[src/hw/rtl/dq_pkg.sv]
// shared types and constants for the double-ended queue
package dq_pkg;

  typedef enum logic [1:0] {
    ACT_INS_FRONT = 2'd0,
    ACT_INS_REAR  = 2'd1,
    ACT_DEL_FRONT = 2'd2,
    ACT_DEL_REAR  = 2'd3
  } dq_action_t;

  typedef enum logic [1:0] {
    ST_OK        = 2'd0,
    ST_OVERFLOW  = 2'd1,
    ST_UNDERFLOW = 2'd2
  } dq_status_t;

  localparam int unsigned CAP_W = 7;
  localparam int unsigned COUNT_OUT_W = 7;
  localparam logic [CAP_W-1:0] CAP_RESET = 7'd64;

  localparam logic signed [31:0] INT_MIN = 32'sh8000_0000;
  localparam logic signed [31:0] INT_MAX = 32'sh7FFF_FFFF;

  typedef struct packed {
    dq_action_t         action;
    logic signed [31:0] value;
  } dq_in_t;

  typedef struct packed {
    logic signed [31:0]     removed_value;
    dq_status_t             status;
    logic signed [31:0]     front_value;
    logic signed [31:0]     rear_value;
    logic                   is_empty;
    logic                   is_full;
    logic [COUNT_OUT_W-1:0] entry_count;
  } dq_out_t;

endpackage

[src/hw/rtl/dq_store.sv]
// entry memory with one write port and two registered read ports
module dq_store #(
  parameter int unsigned DEPTH = 64,
  parameter int unsigned AW    = 6
) (
  input  logic                 clk,
  input  logic                 rst,
  input  logic                 wr_en,
  input  logic [AW-1:0]        wr_addr,
  input  logic signed [31:0]   wr_data,
  input  logic                 rd_en,
  input  logic [AW-1:0]        rd_addr_a,
  input  logic [AW-1:0]        rd_addr_b,
  output logic signed [31:0]   rd_data_a,
  output logic signed [31:0]   rd_data_b
);
  import dq_pkg::*;

  logic signed [31:0] mem [DEPTH];
  logic signed [31:0] rd_a;
  logic signed [31:0] rd_b;
  logic signed [31:0] wr_data_q;
  logic               byp_a;
  logic               byp_b;

  always_ff @(posedge clk) begin
    if (wr_en) begin
      mem[wr_addr] <= wr_data;
    end
    if (rd_en) begin
      rd_a      <= mem[rd_addr_a];
      rd_b      <= mem[rd_addr_b];
      wr_data_q <= wr_data;
    end
  end

  // same-cycle write to a read address returns the new word
  always_ff @(posedge clk) begin
    if (rst) begin
      byp_a <= 1'b0;
      byp_b <= 1'b0;
    end else if (rd_en) begin
      byp_a <= wr_en && (wr_addr == rd_addr_a);
      byp_b <= wr_en && (wr_addr == rd_addr_b);
    end
  end

  assign rd_data_a = byp_a ? wr_data_q : rd_a;
  assign rd_data_b = byp_b ? wr_data_q : rd_b;

endmodule

[src/hw/rtl/double_ended_queue_top.sv]
// double-ended queue of signed words with front and rear insert and remove
// an accepted item's result is registered in the output register,
// or waits in the skid slot while the receiver stalls the result ahead of it
// throughput: one item per cycle; the input stalls only while the skid slot is full
// reset empties the queue (head and count zero, tail one slot behind head) and sets
// the capacity to 64; the entry memory is not cleared, only written entries are used
module double_ended_queue_top #(
  parameter int unsigned DEPTH = 64
) (
  input  logic                          clk,
  input  logic                          rst,
  input  logic                          in_valid,
  output logic                          in_stall,
  input  dq_pkg::dq_in_t                in_item,
  output logic                          out_valid,
  input  logic                          out_stall,
  output dq_pkg::dq_out_t               out_item,
  input  logic                          cfg_wr_en,
  input  logic [dq_pkg::CAP_W-1:0]      cfg_wr_data
);
  import dq_pkg::*;

  localparam int unsigned AW   = (DEPTH > 1) ? $clog2(DEPTH) : 1;
  localparam int unsigned CW   = $clog2(DEPTH + 1);
  // compare width wide enough for both the count and the capacity register
  localparam int unsigned CMPW = (CW > CAP_W) ? CW : CAP_W;

  function automatic logic [AW-1:0] wrap_inc(input logic [AW-1:0] p);
    wrap_inc = (p == AW'(DEPTH - 1)) ? '0 : p + AW'(1);
  endfunction

  function automatic logic [AW-1:0] wrap_dec(input logic [AW-1:0] p);
    wrap_dec = (p == '0) ? AW'(DEPTH - 1) : p - AW'(1);
  endfunction

  // state
  logic [CAP_W-1:0]   capacity;
  logic [AW-1:0]      head;
  logic [AW-1:0]      tail;        // always head + count - 1, wrapped
  logic [CW-1:0]      count;
  logic signed [31:0] front_word;  // valid while count > 0
  logic signed [31:0] rear_word;

  logic [AW-1:0]      head_next;
  logic [AW-1:0]      tail_next;
  logic [CW-1:0]      count_next;
  logic signed [31:0] front_next;
  logic signed [31:0] rear_next;

  // output slot plus skid slot
  dq_out_t result;
  dq_out_t skid;
  logic    skid_valid;

  // memory side
  logic               mem_wr_en;
  logic [AW-1:0]      mem_wr_addr;
  logic signed [31:0] front2_word; // second word from the front
  logic signed [31:0] rear2_word;  // second word from the rear

  logic               in_acc;
  logic               out_take;
  logic               is_insert;
  logic               overflow;
  logic               underflow;
  logic [CMPW-1:0]    cap_eff;
  logic [CMPW-1:0]    count_ext;
  logic [CMPW-1:0]    count_next_ext;
  logic signed [31:0] removed;
  dq_status_t         status;

  // an item is taken whenever the skid slot is free
  assign in_stall = skid_valid;
  assign in_acc   = in_valid && !in_stall;
  assign out_take = out_valid && !out_stall;

  // capacity above the memory depth acts as the depth
  assign cap_eff = (CMPW'(capacity) > CMPW'(DEPTH)) ? CMPW'(DEPTH) : CMPW'(capacity);
  assign count_ext = CMPW'(count);
  assign count_next_ext = CMPW'(count_next);

  assign is_insert = (in_item.action == ACT_INS_FRONT) || (in_item.action == ACT_INS_REAR);
  assign overflow  = is_insert && (count_ext >= cap_eff);
  assign underflow = !is_insert && (count == '0);

  always_comb begin
    head_next   = head;
    tail_next   = tail;
    count_next  = count;
    front_next  = front_word;
    rear_next   = rear_word;
    removed     = '0;
    status      = ST_OK;
    mem_wr_en   = 1'b0;
    mem_wr_addr = wrap_dec(head);
    if (overflow) begin
      status = ST_OVERFLOW;
    end else if (underflow) begin
      status  = ST_UNDERFLOW;
      removed = INT_MIN;
    end else begin
      unique case (in_item.action)
        ACT_INS_FRONT: begin
          head_next   = wrap_dec(head);
          count_next  = count + CW'(1);
          front_next  = in_item.value;
          mem_wr_en   = in_acc;
          mem_wr_addr = wrap_dec(head);
          // first word is both front and rear
          if (count == '0) begin
            rear_next = in_item.value;
          end
        end
        ACT_INS_REAR: begin
          tail_next   = wrap_inc(tail);
          count_next  = count + CW'(1);
          rear_next   = in_item.value;
          mem_wr_en   = in_acc;
          mem_wr_addr = wrap_inc(tail);
          if (count == '0) begin
            front_next = in_item.value;
          end
        end
        ACT_DEL_FRONT: begin
          removed    = front_word;
          head_next  = wrap_inc(head);
          count_next = count - CW'(1);
          front_next = front2_word;
        end
        ACT_DEL_REAR: begin
          removed    = rear_word;
          tail_next  = wrap_dec(tail);
          count_next = count - CW'(1);
          rear_next  = rear2_word;
        end
        default: begin
        end
      endcase
    end
  end

  // neighbors of the new front and rear are fetched for the next item
  dq_store #(
    .DEPTH (DEPTH),
    .AW    (AW)
  ) u_store (
    .clk       (clk),
    .rst       (rst),
    .wr_en     (mem_wr_en),
    .wr_addr   (mem_wr_addr),
    .wr_data   (in_item.value),
    .rd_en     (in_acc),
    .rd_addr_a (wrap_inc(head_next)),
    .rd_addr_b (wrap_dec(tail_next)),
    .rd_data_a (front2_word),
    .rd_data_b (rear2_word)
  );

  // result of the current item
  dq_out_t fresh;
  always_comb begin
    fresh.removed_value = removed;
    fresh.status        = status;
    fresh.front_value   = (count_next == '0) ? INT_MAX : front_next;
    fresh.rear_value    = (count_next == '0) ? INT_MAX : rear_next;
    fresh.is_empty      = (count_next == '0);
    fresh.is_full       = (count_next_ext >= cap_eff);
    fresh.entry_count   = count_next_ext[COUNT_OUT_W-1:0];
  end

  // configuration register
  always_ff @(posedge clk) begin
    if (rst) begin
      capacity <= CAP_RESET;
    end else if (cfg_wr_en) begin
      capacity <= cfg_wr_data;
    end
  end

  // queue pointers and cached end words
  always_ff @(posedge clk) begin
    if (rst) begin
      head  <= '0;
      tail  <= AW'(DEPTH - 1);
      count <= '0;
    end else if (in_acc) begin
      head  <= head_next;
      tail  <= tail_next;
      count <= count_next;
    end
  end

  always_ff @(posedge clk) begin
    if (in_acc) begin
      front_word <= front_next;
      rear_word  <= rear_next;
    end
  end

  // output register with skid slot
  always_ff @(posedge clk) begin
    if (rst) begin
      out_valid  <= 1'b0;
      skid_valid <= 1'b0;
    end else if (out_take) begin
      if (skid_valid) begin
        skid_valid <= 1'b0;
      end else if (!in_acc) begin
        out_valid <= 1'b0;
      end
    end else if (in_acc) begin
      if (out_valid) begin
        skid_valid <= 1'b1;
      end else begin
        out_valid <= 1'b1;
      end
    end
  end

  always_ff @(posedge clk) begin
    if (out_take) begin
      if (skid_valid) begin
        result <= skid;
      end else if (in_acc) begin
        result <= fresh;
      end
    end else if (in_acc) begin
      if (out_valid) begin
        skid <= fresh;
      end else begin
        result <= fresh;
      end
    end
  end

  assign out_item = result;

endmodule

[config.mk]
export PLATFORM = sky130hd
export DESIGN_NAME = double_ended_queue_top
export DESIGN_NICKNAME = d
export VERILOG_FILES = /design/src/hw/rtl/dq_pkg.sv /design/src/hw/rtl/dq_store.sv /design/src/hw/rtl/double_ended_queue_top.sv
export SDC_FILE = /design/constraint.sdc
export NUM_CORES = 2
export LEC_CHECK = 0
export ABC_AREA = 0
export BUFFER_PORTS_ARGS = -buffer_cell sky130_fd_sc_hd__buf_2
export CORE_ASPECT_RATIO = 1.1
export CORE_MARGIN = 1.5
export CORE_UTILIZATION = 30
export DETAILED_ROUTE_END_ITERATION = 12
export GPL_TIMING_DRIVEN = 0
export PLACE_DENSITY = 0.46
export SLEW_MARGIN = 10
export SYNTH_ARGS = -nofsm -noshare
export SYNTH_HDL_FRONTEND = slang
export SYNTH_HIERARCHICAL = 1
export SYNTH_SLANG_ARGS = --single-unit
[constraint.sdc]
create_clock -name clk -period 15 [get_ports clk]
set_input_delay 2.25 -clock clk [delete_from_list [all_inputs] [get_ports clk]]
set_output_delay 2.25 -clock clk [all_outputs]
set_load 0.005 [all_outputs]
==> run_results.csv <==
group,metric,value,unit
timing,min_period,10390,ps
clocking,clk_latency,950,ps
floorplanning,die_w,586.4,microns
timing,worstMarginPinSlew,1619,ps
floorplanning,dieArea,0.3781,sq mm
clocking,cts_made_buffers,277,
yosys,synth_edf_count,2422,
power,power,24.36,mW
floorplanning,fp.coreArea,0.3725,sq mm
floorplanning,start_util,30.15,%
floorplanning,ios,155,
route,vias,76364,
yosys,dominantRegCellSynth,"edfxtp_1",
placement,dp_cells,11544,
timing,rsz0062_at_grt,"no",
floorplanning,rows,235,
route,first_iter_violations,13093,
outcome,outcome,"finished, violations left",
placement,hpwl,408.4,mm
grt,grt_pass1_wl,727.8,mm
yosys,synth-async-reset-ratio,0,%
timing,fmax,96.23,MHz
timing,relSlewSlack,-7.943,%
route,post_drt_wl_per_cell,46.84,microns
yosys,yosys_register_bits,2452,
power,leakage,42.68,nW
clocking,ctsResizeCount,0,
cells_and_area,instances_no_fill,12146,
yosys,synth.avg_cell_area,18.17,sq um
clocking,cts_root_buffer,"clkbuf_16",
grt,track_usage,29.51,%
clocking,cts_tree,"yes",
yosys,netlist_area,0.1123,sq mm
worst_setup_path,crit_fanout,10,
timing,clock_skew,69.61,ps
grt,grt_max_degree,69,
placement,numPortBuffers,152,
clocking,clock_sinks,2452,
cells_and_area,n_fill_cell,34884,
worst_setup_path,required,15750,ps
yosys,syn-num-nets,6258,
route,vias_per_cell,6.287,
clocking,clk_path_buf_depth,4,
worst_setup_path,crit_path_start_kind,"input pin",
cells_and_area,area_delta_synth_final,18.98,%
timing,fin_tns_setup,0,ps
route,firstDrtPassIters,7,
outcome,violations,"capacitance limit, slew limit",
grt,grt_pass1_vias,72218,
yosys,syn_inst,6183,
timing,slew_viol_final,41,
power,irDropWorstVdd,0.1516,mV
cells_and_area,drive_above_1_share,32.32,%
timing,hold_violations,0,
route,detail-route-antenna-nets,0,
grt,gr-total-overflow,0,
timing,setup_viol,0,
run,drv_cap,7,
worst_setup_path,worstSetupPathType,"input pin to flop",
timing,fin_crit_sh,69.28,%
cells_and_area,finish.net_count,6923,
clocking,hold_buffers,0,
route,drt_wl_total,569.0,mm
route,drcViolationCount,0,
worst_hold_path,hp-class,"flop to flop",
floorplanning,die_h,644.8,microns
power,p_per_area,182.3,mW/mm^2
clocking,post_cts_buffers,0,
yosys,synth_seq_area_share,65.28,%
clocking,cts.clk_slew.worst_paths,60,ps
placement,routabilityCongestion,1.043,
yosys,yosysUniqueCellTypes,81,
cells_and_area,regArea,0.07333,sq mm
clocking,cts.htree.levels,5,
yosys,yosysWarningCount,6,
worst_setup_path,crit_path_end_kind,"flop",
grt,grt_antenna_before_repair,78,
worst_setup_path,crit_arrival,11140,ps
cells_and_area,multi_input_area,0.03705,sq mm
[registers in the layout, summed over array words and instances (netlist names)]
signal and cells:
u_store/mem 2048, out_item 107, skid 107, front_word 32
rear_word 32, u_store/rd_a 32, u_store/rd_b 32, u_store/wr_data_q 32
capacity 7, count 7, head 6, tail 6
in_stall 1, out_valid 1, u_store/byp_a 1, u_store/byp_b 1
[layer usage]
| layer | track usage [%] | wire length (microns) | up-vias |
|---|---|---|---|
| li1 | - | - | 27644 |
| met1 | 35.13 | 198200 | 40892 |
| met2 | 44.11 | 248900 | 6184 |
| met3 | 10.34 | 71150 | 1622 |
| met4 | 21.59 | 50430 | 22 |
| met5 | 0 | 230 | - |
[stage by stage]
step | instance area, sq um | hold WS [ps] | setup slack [ps] | util [%]
after floorplan | 112300 | 452.0 | 3715 | -
after global placement | 119300 | 493.1 | 746.6 | 32.03
after detailed placement | 124900 | 496.3 | 4308 | 33.51
after CTS | 133300 | 510.4 | 5276 | 35.79
after global routing | 133600 | 534.8 | 4957 | 35.85
final | 133700 | 503.6 | 4608 | 35.88
[report_power, final]
group	leakage (nW)	internal, mW	switching, mW
Combinational	16.3	2.78	6.93
Sequential	22.2	7.90	0.133
Clock	4.14	3.68	2.94
Total	42.7	14.4	10.0
[cell type report]
cell class | count | share of cell area, %
multi-input cells | 3143 | 27.72
diodes | 111 | 0.2078
flip-flops and latches | 2452 | 54.87
plain buffers | 496 | 1.905
inverters | 92 | 0.2584
clock inverters | 146 | 0.8294
repair buffers | 386 | 4.048
well taps | 4977 | 4.659
clock buffers | 343 | 5.507
[cell usage in the layout (no fill, tap or decap), types with 111 or more instances in the layout]
master / Yosys / final
a22oi_1: 151 / 151
nor2_1: 285 / 222
edfxtp_1: 2422 / 2422
nand2_1: 261 / 261
clkbuf_1: 247 / 225
o22ai_1: 171 / 170
diode_2: 0 / 111
mux2i_1: 152 / 152
mux4_2: 962 / 962
buf_4: 64 / 127
clkbuf_16: 0 / 285
buf_2: 124 / 265
[worst paths after layout]
path                     from               end  slack, ps  cells past startpoint
setup / recovery  in_item[33]  u_store/rd_b[22]       4610                     17
hold / removal    capacity[3]       capacity[3]        500                      2
setup reg to reg     count[0]  u_store/rd_b[22]       5330                     19
hold reg to reg   capacity[3]       capacity[3]        500                      2
[cell usage after synthesis (all sizes together) (30+ instances only)]
library cell / instances / area share, %
dfxtp: 30 / 0.53
o21ai: 70 / 0.31
inv: 91 / 0.30
a211oi: 62 / 0.42
a22o: 89 / 0.69
mux2i: 153 / 1.4
nand2: 262 / 0.88
mux4: 962 / 19
nand2b: 32 / 0.18
a21oi: 106 / 0.47
nor2: 287 / 0.97
nor2b: 91 / 0.51
mux2: 99 / 0.99
a31oi: 75 / 0.42
nand3: 45 / 0.20
nor3: 50 / 0.22
a221oi: 81 / 0.64
o22ai: 172 / 0.97
clkbuf: 248 / 0.83
nor4: 42 / 0.25
a22oi: 162 / 1.1
buf: 248 / 1.3
o221ai: 48 / 0.39
edfxtp: 2422 / 65
[worst max-delay path: stages]
cell and delay (ps):
clkbuf_1 260, clkbuf_1 560, clkbuf_1 610, xnor2_1 190, o21ai_0 110, o21ai_1 310, ha_1 250, inv_1 50
nor3b_2 230, nand2b_1 140, clkbuf_1 1010, clkbuf_1 950, clkbuf_1 1050, clkbuf_1 1170, a211oi_1 590, o21ai_0 960
and3_1 380
[kinds of logic after synthesis]
| family | Yosys count | share of synthesized area [%] |
|---|---|---|
| AOI/OAI and AO/OA | 989 | 6.404 |
| xor gates and xnor gates | 29 | 0.2261 |
| adders and majority gates | 29 | 0.3297 |
| buffers and inverters | 588 | 2.458 |
| DFF | 2452 | 65.28 |
| muxes | 1214 | 21.65 |
| and+or+nand+nor | 882 | 3.655 |
Note: power is estimated with default switching activity, not from simulation.
